**src/rtl/vpa_pkg.sv**
```systemverilog
// ----------------------------------------------------------------------------
// vpa_pkg
// Shared types and constants of the voice pool allocator.
// ----------------------------------------------------------------------------
package vpa_pkg;

  localparam int OP_W    = 2;
  localparam int SND_W   = 7;
  localparam int SEL_W   = 3;
  localparam int STAMP_W = 32;
  localparam int Q_DEPTH = 2;
  localparam int Q_AW    = $clog2(Q_DEPTH);

  typedef enum logic [OP_W-1:0] {
    OP_START    = 2'd0,
    OP_FINISH   = 2'd1,
    OP_STOP_ALL = 2'd2,
    OP_RESERVE  = 2'd3
  } op_e;

  typedef enum logic [1:0] {
    B_IDLE,
    B_SCAN,
    B_LAST,
    B_DONE
  } b_state_e;

  // One classified request as it travels from the front to the back.
  typedef struct packed {
    op_e              op;
    logic [SEL_W-1:0] sel;
    logic             snd_ok;
    logic             res_hit;
    logic [SEL_W-1:0] res_voice;
  } q_entry_t;

endpackage

```
**src/rtl/vpa_front.sv**
```systemverilog
// ----------------------------------------------------------------------------
// vpa_front
// Accepts requests, applies reservation writes and looks up the reservation
// of a starting sound.
// ----------------------------------------------------------------------------
module vpa_front import vpa_pkg::*; #(
  parameter int NUM_VOICES = 8,
  parameter int NUM_SOUNDS = 128
) (
  input  logic             clk_i,
  input  logic             rst_ni,
  input  logic             in_valid_i,
  output logic             in_stall_o,
  input  logic [OP_W-1:0]  opcode_i,
  input  logic [SND_W-1:0] sound_id_i,
  input  logic [SEL_W-1:0] voice_sel_i,
  input  logic             reserve_on_i,
  input  logic             q_full_i,
  output logic             q_push_o,
  output q_entry_t         q_entry_o
);

  // Sound numbers above the input field's range can never be addressed.
  localparam int SD  = (NUM_SOUNDS < (1 << SND_W)) ? NUM_SOUNDS : (1 << SND_W);
  localparam int SAW = (SD > 1) ? $clog2(SD) : 1;

  logic [SEL_W-1:0] res_mem [SD];
  logic [SD-1:0]    res_vld_q;
  logic [SEL_W-1:0] res_rd_q;

  logic             f_valid_q;
  op_e              f_op_q;
  logic [SEL_W-1:0] f_sel_q;
  logic             f_ok_q;
  logic             f_rv_q;

  logic             accept;
  logic             snd_ok;
  logic [SAW-1:0]   addr;
  op_e              op_in;

  assign op_in      = op_e'(opcode_i);
  assign snd_ok     = 32'(sound_id_i) < NUM_SOUNDS;
  assign addr       = SAW'(sound_id_i);
  assign in_stall_o = f_valid_q && q_full_i;
  assign accept     = in_valid_i && !in_stall_o;
  assign q_push_o   = f_valid_q && !q_full_i;

  always_comb begin
    q_entry_o.op        = f_op_q;
    q_entry_o.sel       = f_sel_q;
    q_entry_o.snd_ok    = f_ok_q;
    q_entry_o.res_hit   = f_rv_q && (32'(res_rd_q) < NUM_VOICES);
    q_entry_o.res_voice = res_rd_q;
  end

  always_ff @(posedge clk_i or negedge rst_ni) begin
    if (!rst_ni) begin
      f_valid_q <= 1'b0;
      res_vld_q <= '0;
    end else begin
      if (accept) begin
        f_valid_q <= 1'b1;
      end else if (q_push_o) begin
        f_valid_q <= 1'b0;
      end
      if (accept && op_in == OP_RESERVE && snd_ok) begin
        res_vld_q[addr] <= reserve_on_i;
      end
    end
  end

  // An entry's voice is only ever used while its valid bit is set, so the
  // table itself needs no reset.
  always_ff @(posedge clk_i) begin
    if (accept && op_in == OP_RESERVE && snd_ok) begin
      res_mem[addr] <= voice_sel_i;
    end
    if (accept) begin
      res_rd_q <= res_mem[addr];
      f_op_q   <= op_in;
      f_sel_q  <= voice_sel_i;
      f_ok_q   <= snd_ok;
      f_rv_q   <= snd_ok && res_vld_q[addr];
    end
  end

endmodule

```
**src/rtl/vpa_queue.sv**
```systemverilog
// ----------------------------------------------------------------------------
// vpa_queue
// Short FIFO of classified requests between the front and the back.
// ----------------------------------------------------------------------------
module vpa_queue import vpa_pkg::*; (
  input  logic     clk_i,
  input  logic     rst_ni,
  input  logic     push_i,
  input  q_entry_t push_data_i,
  input  logic     pop_i,
  output q_entry_t pop_data_o,
  output logic     full_o,
  output logic     empty_o
);

  q_entry_t         mem_q [Q_DEPTH];
  logic [Q_AW-1:0]  wr_ptr_q;
  logic [Q_AW-1:0]  rd_ptr_q;
  logic [Q_AW:0]    count_q;

  function automatic logic [Q_AW-1:0] ptr_next(input logic [Q_AW-1:0] p);
    return (p == Q_AW'(Q_DEPTH - 1)) ? '0 : p + 1'b1;
  endfunction

  assign full_o     = count_q == (Q_AW + 1)'(Q_DEPTH);
  assign empty_o    = count_q == '0;
  assign pop_data_o = mem_q[rd_ptr_q];

  always_ff @(posedge clk_i or negedge rst_ni) begin
    if (!rst_ni) begin
      wr_ptr_q <= '0;
      rd_ptr_q <= '0;
      count_q  <= '0;
    end else begin
      if (push_i) begin
        wr_ptr_q <= ptr_next(wr_ptr_q);
      end
      if (pop_i) begin
        rd_ptr_q <= ptr_next(rd_ptr_q);
      end
      if (push_i && !pop_i) begin
        count_q <= count_q + 1'b1;
      end else if (pop_i && !push_i) begin
        count_q <= count_q - 1'b1;
      end
    end
  end

  always_ff @(posedge clk_i) begin
    if (push_i) begin
      mem_q[wr_ptr_q] <= push_data_i;
    end
  end

endmodule

```
**src/rtl/vpa_back.sv**
```systemverilog
// ----------------------------------------------------------------------------
// vpa_back
// Executes requests: holds voice state, scans the pool for a free or the
// oldest voice, and registers the result.
// ----------------------------------------------------------------------------
module vpa_back import vpa_pkg::*; #(
  parameter int NUM_VOICES   = 8,
  parameter int NUM_RESERVED = 2
) (
  input  logic             clk_i,
  input  logic             rst_ni,
  input  logic             q_empty_i,
  input  q_entry_t         q_entry_i,
  output logic             q_pop_o,
  output logic             out_valid_o,
  input  logic             out_stall_i,
  output logic [SEL_W-1:0] voice_out_o,
  output logic             stole_busy_o,
  output logic             granted_o
);

  localparam int VW = $clog2(NUM_VOICES);
  localparam bit POOL_NONEMPTY = NUM_RESERVED < NUM_VOICES;

  b_state_e state_q, state_d;

  q_entry_t            cur_q;
  logic [NUM_VOICES-1:0] busy_q;
  logic [STAMP_W-1:0]  stamp_mem [NUM_VOICES];
  logic [STAMP_W-1:0]  counter_q;

  logic [VW-1:0]       scan_q;
  logic                cmp_vld_q;
  logic [VW-1:0]       cmp_idx_q;
  logic [STAMP_W-1:0]  stamp_rd_q;
  logic                free_found_q;
  logic [VW-1:0]       free_idx_q;
  logic [VW-1:0]       old_idx_q;
  logic [STAMP_W-1:0]  old_stamp_q;

  logic                out_valid_q;
  logic [SEL_W-1:0]    voice_q;
  logic                stole_q;
  logic                grant_q;

  logic                needs_scan;
  logic                scan_step;
  logic                done_fire;
  logic                grant;
  logic [VW-1:0]       chosen;
  logic                sel_ok;
  logic [VW-1:0]       sel_idx;

  assign needs_scan = (q_entry_i.op == OP_START) && q_entry_i.snd_ok &&
                      !q_entry_i.res_hit && POOL_NONEMPTY;

  assign grant   = (cur_q.op == OP_START) && cur_q.snd_ok &&
                   (cur_q.res_hit || POOL_NONEMPTY);
  assign chosen  = cur_q.res_hit ? VW'(cur_q.res_voice) :
                   (free_found_q ? free_idx_q : old_idx_q);
  assign sel_ok  = 32'(cur_q.sel) < NUM_VOICES;
  assign sel_idx = VW'(cur_q.sel);

  // Next state.
  always_comb begin
    state_d = state_q;
    case (state_q)
      B_IDLE: begin
        if (!q_empty_i) begin
          state_d = needs_scan ? B_SCAN : B_DONE;
        end
      end
      B_SCAN: begin
        if (scan_q == VW'(NUM_VOICES - 1)) begin
          state_d = B_LAST;
        end
      end
      B_LAST: state_d = B_DONE;
      B_DONE: begin
        if (!out_valid_q || !out_stall_i) begin
          state_d = B_IDLE;
        end
      end
      default: state_d = B_IDLE;
    endcase
  end

  // State outputs.
  always_comb begin
    q_pop_o   = 1'b0;
    scan_step = 1'b0;
    done_fire = 1'b0;
    case (state_q)
      B_IDLE:  q_pop_o   = !q_empty_i;
      B_SCAN:  scan_step = 1'b1;
      B_LAST:  scan_step = 1'b0;
      B_DONE:  done_fire = !out_valid_q || !out_stall_i;
      default: q_pop_o   = 1'b0;
    endcase
  end

  always_ff @(posedge clk_i or negedge rst_ni) begin
    if (!rst_ni) begin
      state_q     <= B_IDLE;
      busy_q      <= '0;
      counter_q   <= '0;
      cmp_vld_q   <= 1'b0;
      out_valid_q <= 1'b0;
    end else begin
      state_q   <= state_d;
      cmp_vld_q <= scan_step;
      if (done_fire) begin
        out_valid_q <= 1'b1;
      end else if (!out_stall_i) begin
        out_valid_q <= 1'b0;
      end
      if (done_fire) begin
        case (cur_q.op)
          OP_START: begin
            if (grant) begin
              busy_q[chosen] <= 1'b1;
              counter_q      <= counter_q + 1'b1;
            end
          end
          OP_FINISH: begin
            if (sel_ok) begin
              busy_q[sel_idx] <= 1'b0;
            end
          end
          OP_STOP_ALL: busy_q <= '0;
          default: busy_q <= busy_q;
        endcase
      end
    end
  end

  // Scan bookkeeping and the stamp memory. Every pool stamp is written by a
  // start before all pool voices can be busy, so stamps need no reset.
  always_ff @(posedge clk_i) begin
    if (q_pop_o) begin
      cur_q        <= q_entry_i;
      scan_q       <= VW'(NUM_RESERVED);
      free_found_q <= 1'b0;
      old_idx_q    <= VW'(NUM_RESERVED);
      old_stamp_q  <= '1;
    end
    if (scan_step) begin
      stamp_rd_q <= stamp_mem[scan_q];
      cmp_idx_q  <= scan_q;
      scan_q     <= scan_q + 1'b1;
    end
    if (cmp_vld_q) begin
      if (!busy_q[cmp_idx_q] && !free_found_q) begin
        free_found_q <= 1'b1;
        free_idx_q   <= cmp_idx_q;
      end
      // Strict compare keeps the lower index on equal stamps.
      if (stamp_rd_q < old_stamp_q) begin
        old_stamp_q <= stamp_rd_q;
        old_idx_q   <= cmp_idx_q;
      end
    end
    if (done_fire && grant) begin
      stamp_mem[chosen] <= counter_q + 1'b1;
    end
    if (done_fire) begin
      if (cur_q.op == OP_START) begin
        voice_q <= grant ? SEL_W'(chosen) : '0;
        stole_q <= grant && busy_q[chosen];
      end else begin
        voice_q <= cur_q.sel;
        stole_q <= 1'b0;
      end
      grant_q <= grant;
    end
  end

  assign out_valid_o  = out_valid_q;
  assign voice_out_o  = voice_q;
  assign stole_busy_o = stole_q;
  assign granted_o    = grant_q;

endmodule

```
**src/rtl/voice_pool_allocator.sv**
```systemverilog
// ----------------------------------------------------------------------------
// voice_pool_allocator
// Grants playback voices to sound starts, stealing the oldest pool voice
// when none is free.
// ----------------------------------------------------------------------------
// Usage:
// A request enters on in_valid_i/in_stall_o with opcode_i, sound_id_i,
// voice_sel_i and reserve_on_i, and is taken at an edge where in_valid_i is
// high and in_stall_o is low. Every request returns exactly one result on
// out_valid_o/out_stall_i with voice_out_o, stole_busy_o and granted_o, in
// request order.
// A plain request passes the back end directly; a start that searches the pool
// scans the pool voices first: the search reads one start stamp per cycle from
// the stamp memory. A two-entry queue lets the front take requests meanwhile.
// Reset clears all voices, the start counter and every reservation at once;
// no clearing pass is needed. While the receiver stalls, the result is held
// and the block keeps taking requests until its queue fills.
// ----------------------------------------------------------------------------
module voice_pool_allocator import vpa_pkg::*; #(
  parameter int NUM_VOICES   = 8,
  parameter int NUM_RESERVED = 2,
  parameter int NUM_SOUNDS   = 128
) (
  input  logic             clk_i,
  input  logic             rst_ni,
  input  logic             in_valid_i,
  output logic             in_stall_o,
  input  logic [OP_W-1:0]  opcode_i,
  input  logic [SND_W-1:0] sound_id_i,
  input  logic [SEL_W-1:0] voice_sel_i,
  input  logic             reserve_on_i,
  output logic             out_valid_o,
  input  logic             out_stall_i,
  output logic [SEL_W-1:0] voice_out_o,
  output logic             stole_busy_o,
  output logic             granted_o
);

  q_entry_t push_data;
  q_entry_t pop_data;
  logic     push;
  logic     pop;
  logic     q_full;
  logic     q_empty;

  vpa_front #(
    .NUM_VOICES (NUM_VOICES),
    .NUM_SOUNDS (NUM_SOUNDS)
  ) u_front (
    .clk_i        (clk_i),
    .rst_ni       (rst_ni),
    .in_valid_i   (in_valid_i),
    .in_stall_o   (in_stall_o),
    .opcode_i     (opcode_i),
    .sound_id_i   (sound_id_i),
    .voice_sel_i  (voice_sel_i),
    .reserve_on_i (reserve_on_i),
    .q_full_i     (q_full),
    .q_push_o     (push),
    .q_entry_o    (push_data)
  );

  vpa_queue u_queue (
    .clk_i       (clk_i),
    .rst_ni      (rst_ni),
    .push_i      (push),
    .push_data_i (push_data),
    .pop_i       (pop),
    .pop_data_o  (pop_data),
    .full_o      (q_full),
    .empty_o     (q_empty)
  );

  vpa_back #(
    .NUM_VOICES   (NUM_VOICES),
    .NUM_RESERVED (NUM_RESERVED)
  ) u_back (
    .clk_i        (clk_i),
    .rst_ni       (rst_ni),
    .q_empty_i    (q_empty),
    .q_entry_i    (pop_data),
    .q_pop_o      (pop),
    .out_valid_o  (out_valid_o),
    .out_stall_i  (out_stall_i),
    .voice_out_o  (voice_out_o),
    .stole_busy_o (stole_busy_o),
    .granted_o    (granted_o)
  );

endmodule

```
**config.mk**
```make
export PLATFORM = sky130hd
export DESIGN_NAME = voice_pool_allocator
export DESIGN_NICKNAME = d
export VERILOG_FILES = /design/src/rtl/vpa_pkg.sv /design/src/rtl/vpa_front.sv /design/src/rtl/vpa_queue.sv /design/src/rtl/vpa_back.sv /design/src/rtl/voice_pool_allocator.sv
export SDC_FILE = /design/constraint.sdc
export NUM_CORES = 1
export LEC_CHECK = 0
export BUFFER_PORTS_ARGS = -buffer_cell sky130_fd_sc_hd__buf_2
export CAP_MARGIN = 20
export CORE_ASPECT_RATIO = 1.5
export CORE_UTILIZATION = 38
export DETAILED_ROUTE_END_ITERATION = 10
export GPL_ROUTABILITY_DRIVEN = 0
export PLACE_DENSITY_LB_ADDON = 0.2
export SKIP_LAST_GASP = 1
export SLEW_MARGIN = 20
export SYNTH_ARGS = -nofsm -noshare
export SYNTH_HDL_FRONTEND = slang
export SYNTH_SLANG_ARGS = --single-unit
```
**constraint.sdc**
```tcl
create_clock -name clk_i -period 3.95 [get_ports clk_i]
set_input_delay 0.5925 -clock clk_i [delete_from_list [all_inputs] [get_ports clk_i]]
set_output_delay 0.5925 -clock clk_i [all_outputs]
set_load 0.02 [all_outputs]
```
==> impl_metrics.yaml, run 1 <==
outcome:
  status: "complete, no violations"
clock_tree:
  cts.repair.resized: 0
  cts.root.buffer_cell: "clkbuf_16"
  clock-sinks: 935
  cts_tree: "done"
  clk_pin_slew_ns: 0.06
  cts_buffers: 93
  post-cts-setup-buffers: 0
  cts_hold_buf: 0
  htreeDepth: 3
  cts_buffer_depth: 3
  clock_latency_ns: 0.67
floorplanning:
  num_rows: 143
  die_h_um: 393
  core_area_mm2: 0.101
  top_level_ports: 24
  fp.dieArea_mm2: 0.103
  start_util: 0.383
  die_width_um: 263
final_layout:
  syn2layout_area_growth_pct: 13.8
  most-common-layout-cells: "edfxtp_1 (722), mux2_2 (244), nor2_1 (195)"
  stdcell_count: 3879
  fillCellCount: 8862
  design_area_mm2: 0.0441
  antenna_cells: 0
  final_common_cell: "edfxtp_1"
  fin_nets: 2554
  drive_gt1_frac: 0.253
sta:
  rsz0062_at_grt: "false"
  maxSlewViolCount: 0
  period_share: 0.800
  final.setup_skew_ns: 0.0317
  min_period_ns: 3.16
  finalSetupTns_ns: 0
  max_freq_mhz: 316
  finalHoldViolCount: 0
  tightest_slew_ns: 1.04
  slew_headroom: 0.303
  setup_violations: 0
critical_path:
  criticalPathCategory: "reg -> reg"
  worstPathRequired_ns: 4.48
  cp-end-kind: "register"
  crit_fanout: 33
  start_kind: "register"
  worstPathArrival_ns: 3.69
drt:
  drt_iter0_markers: 1715
  vias: 21463
  first_pass_iters: 5
  wl_per_cell_um: 25.0
  drc: 0
  wirelength_um: 97100
  ant_nets: 0
  viasPerCell: 5.53
place:
  portBuffers: 23
  detailed_place_hpwl_um: 62200
  place_inst: 3705
  postPlaceCellArea_mm2: 0.0409
grt:
  grtUsageMet1: 0.217
  top_usage_layer: "met2"
  met2_usage: 0.347
  grtUsageMet3: 0.0250
  grtUsageTotal: 0.190
  antenna_found_initial: 2
  grt_max_degree: 114
  overflow: 0
  grt_pass1_vias: 22676
  grt_pass1_wl_um: 146000
min_path:
  holdCritPathClass: "in -> async"
logic_synthesis:
  yosysSeqAreaShare: 0.693
  synthCells: 2394
  synth_enable_flop_cells: 722
  synth_area_leader_cell: "edfxtp_1"
  synthesis.area_mm2: 0.0387
  synth_ff_type: "edfxtp_1"
  async_flop_share: 0.189
  synth.distinct_cells: 78
  yosys_register_bits: 935
  synth_top_cell_area_share: 0.560
  yosys-top-cells-area: "edfxtp_1 (56%), dfrtp_1 (11%), mux2_2 (7.1%), mux4_2 (6.0%), nor2_1 (1.9%)"
  synth_warnings: 0
  synth_nets: 2453
  syn_avg_cell_area_um2: 16.2
power:
  vdd_drop_max_uv: 408
  total_leakage_power_nw: 16.2
  p_per_area_mw_per_mm2: 579
flow_run:
  maxCapViolCount: 0
-- critical path: stages, from the launching register on --
cell and delay, ns:
edfxtp_1 0.38, ha_1 0.31, a21o_1 0.16, a21oi_1 0.15, nor2b_1 0.06, a2111oi_0 0.74, buf_4 0.22, a21oi_1 0.09
nor3_4 0.26, buf_12 0.27, mux2_2 0.36
-- flip-flops by register name, indices dropped and copies added, names as in the netlist, 6 cells and up --
| name | cells |
|---|---|
| u_back.busy_q | 8 |
| u_back.stamp_mem | 256 |
| u_front.res_vld_q | 128 |
| u_back.counter_q | 32 |
| u_back.cur_q | 6 |
| u_back.stamp_rd_q | 32 |
| u_back.old_stamp_q | 32 |
| u_queue.mem_q | 18 |
| u_front.res_mem | 384 |
-- cells by family after synthesis --
| family | share of synthesized area |
|---|---|
| flip-flops | 0.693 |
| AND/OR/NAND/NOR | 0.0524 |
| multiplexers | 0.152 |
| AO/OA/AOI/OAI | 0.0523 |
| buffers and inverters | 0.0220 |
| XOR/XNOR | 0.0149 |
| adder cells (fa/ha/maj) | 0.0136 |
-- final cells by class --
type | count | area [um^2] | area share
clock inverters | 49 | 592 | 0.0134
multi-input cells | 1274 | 11100 | 0.252
flip-flops and latches | 935 | 26800 | 0.609
repair buffers | 138 | 1160 | 0.0263
well taps | 1305 | 1630 | 0.0371
clock buffers | 125 | 2530 | 0.0574
inverters | 53 | 199 | 0.00451
-- where the power goes --
part	internal, W	switching (W)	total [W]
sequential	0.0115	0.000418	0.0120
combinational	0.00205	0.00241	0.00446
clock	0.00530	0.00377	0.00908
-- worst paths after layout --
path	from	to	slack [ns]	cells past startpoint
worst min-delay path	rst_ni	u_front.res_vld_q[14]	0.06	1
worst max register to register	u_back.stamp_rd_q[13]	u_back.old_idx_q[1]	0.79	10
min in group clk_i	opcode_i[0]	u_front.f_op_q[0]	0.13	1
worst min register to register	u_front.f_op_q[0]	u_queue.mem_q[0][7]	0.46	0
worst max-delay path	u_back.stamp_rd_q[13]	u_back.old_idx_q[1]	0.79	10
max in group asynchronous	rst_ni	u_front.res_vld_q[72]	2.94	2
-- synth_stat cells, drive strengths merged, types with 31 or more instances --
library cell,instances
a21oi,56
a221oi,44
a22oi,31
buf,72
clkbuf,60
dfrtp,177
dfxtp,36
edfxtp,722
ha,42
inv,53
mux2,246
mux2i,64
mux4,109
nand2,134
nand3,36
nor2,202
o21ai,49
xnor2,44
-- per-stage QoR --
stage	utilization	hold WS, ns	total power, W	worst slack (ns)
5_1_grt	0.436	0.104	0.0266	0.614
6_report	0.436	0.0600	0.0255	0.788
2_1_floorplan	-	0.297	0.0152	0.00567
4_1_cts	0.436	0.0918	0.0258	0.671
3_3_place_gp	0.405	0.425	0.0166	0.435
3_5_place_dp	0.405	0.446	0.0167	0.316
-- routing by layer --
| layer | part of all wire | vias up | routed length [um] |
|---|---|---|---|
| met2 | 0.53 | 633 | 51300 |
| met5 | 0.00025 | - | 24 |
| li1 | - | 9435 | - |
| met3 | 0.044 | 235 | 4280 |
| met1 | 0.38 | 11156 | 36900 |
| met4 | 0.047 | 4 | 4590 |
(Power assumes the default switching activity.)
==> run 2, diff against run 1 <==
- clock period: 3.95 -> 3.1 ns (I/O delays scaled with it)
==> impl_metrics.yaml, run 2 (synthesized netlist as in run 1, its figures left out) <==
outcome:
  status: "complete, no violations"
sta:
  period_share: 0.906
  slew_headroom: 0.299
  tightest_slew_ns: 1.04
  finalHoldViolCount: 0
  maxSlewViolCount: 0
  final.setup_skew_ns: 0.0246
  finalWorstSetupSlack_ns: 0.292
  rsz0062_at_grt: "false"
  max_freq_mhz: 356
  min_period_ns: 2.81
  setup_violations: 0
grt:
  antenna_found_initial: 1
  grt_pass1_wl_um: 150000
  overflow: 0
  grtUsageTotal: 0.196
  grt_max_degree: 78
  grt_pass1_vias: 23494
drt:
  viasPerCell: 5.43
  drt_iter0_markers: 1450
  wirelength_um: 99900
  vias: 21874
  first_pass_iters: 5
  ant_nets: 0
  drc: 0
  wl_per_cell_um: 24.8
floorplanning:
  top_level_ports: 24
  die_width_um: 263
  core_area_mm2: 0.101
  fp.dieArea_mm2: 0.103
  die_h_um: 393
  start_util: 0.383
  num_rows: 143
final_layout:
  drive_gt1_frac: 0.292
  top_register: "u_front.res_mem"
  largest_reg_flops: 384
  antenna_cells: 0
  syn2layout_area_growth_pct: 17.0
  final_common_cell: "edfxtp_1"
  largestRegisters: "u_front.res_mem: 384 flops, u_back.stamp_mem: 256 flops, u_front.res_vld_q: 128 flops"
  fillCellCount: 8829
  fin_nets: 2705
  most-common-layout-cells: "edfxtp_1 (722), mux2_2 (244), buf_4 (242)"
critical_path:
  start_kind: "register"
  r2r-start: "u_back.stamp_rd_q[13]"
  worstPathRequired_ns: 3.64
  worstPathArrival_ns: 3.35
  crit_fanout: 30
  cp-end-kind: "register"
  criticalPathCategory: "reg -> reg"
  crit_path_start: "u_back.stamp_rd_q[13]"
clock_tree:
  clock-sinks: 935
  clk_pin_slew_ns: 0.06
  cts_buffer_depth: 3
  clock_latency_ns: 0.67
  cts.root.buffer_cell: "clkbuf_16"
  cts_buffers: 92
  htreeDepth: 3
  cts_tree: "done"
place:
  place_ws_ns: -0.150
  detailed_place_hpwl_um: 66900
  portBuffers: 23
power:
  total_leakage_power_nw: 16.9
  p_per_area_mw_per_mm2: 715
  finalPower_w: 0.0324
  vdd_drop_max_uv: 484
min_path:
  min_from: "out_stall_i"
  holdCritPathClass: "in -> reg"
flow_run:
  maxCapViolCount: 0
run 2: cell count changes in the layout (fill, tap and decap cells not counted), moves of 2 or more:
cell,before,now
buf_12,12,27
buf_4,109,242
bufinv_16,12,7
clkbuf_16,95,93
clkbuf_8,5,8
clkinv_16,0,2
clkinv_2,18,16
clkinv_8,2,0
dlygate4sd3_1,0,4
inv_6,1,4
run 2: final cells by class:
type                            instances  area, um^2  share of cell area
Clock buffer                          127        2520              0.0557
Clock inverter                         47         500              0.0110
Inverter                               53         199             0.00439
Multi-Input combinational cell       1274       11100               0.245
Sequential cell                       935       26800               0.592
Tap cell                             1305        1630              0.0360
Timing Repair Buffer                  290        2500              0.0551
run 2: worst paths after layout:
path | slack, ns | end | cells past startpoint
worst max-delay path | 0.29 | u_back.old_stamp_q[3] | 10
min in group asynchronous | 0.39 | u_front.res_vld_q[8] | 2
worst max register to register | 0.29 | u_back.old_stamp_q[3] | 10
max in group asynchronous | 1.78 | u_front.res_vld_q[112] | 3
worst min register to register | 0.46 | u_queue.mem_q[0][5] | 0
worst min-delay path | 0.08 | u_back.out_valid_o | 3
run 2: per-layer routing:
layer  share of wire  global-route usage
met5         0.00013                   0
met4           0.051               0.103
met3           0.038              0.0222
met2            0.53               0.363
met1            0.38               0.221
run 2: metrics by stage:
stage / cell area (um^2) / TNS [ns] / hold slack (ns) / utilization / instances
finish: 45300 / 0 / 0.0817 / 0.448 / 4031
global route: 45300 / 0 / 0.0626 / 0.448 / 4031
CTS: 45300 / 0 / 0.0323 / 0.448 / 4031
detailed placement: 42200 / -0.280 / 0.438 / 0.418 / 3853
global placement: 42200 / -0.235 / 0.423 / 0.418 / 3853
floorplan: 38700 / -70.58 / 0.169 / - / 2394
run 2: worst max-delay path: stages (launching register included):
cell,delay [ns]
edfxtp_1,0.39
ha_1,0.32
a21o_1,0.17
a21oi_1,0.13
nor2b_1,0.06
a2111oi_1,0.48
buf_4,0.19
a21oi_1,0.10
nor3_4,0.23
buf_12,0.25
mux2_2,0.35
run 2: power breakdown:
part / leakage (nW) / switching (W) / internal (W)
Clock: 1.47 / 0.00485 / 0.00635
Combinational: 5.95 / 0.00310 / 0.00280
Sequential: 9.53 / 0.000588 / 0.0147
Total: 16.9 / 0.00855 / 0.0239
run 2: repair_timing:
item,CTS,global route
endpoints found under the setup margin,0,30
hold endpoints to repair,75,0
setup buffers,0,0
hold buffers,4,0
gates resized for setup,0,1
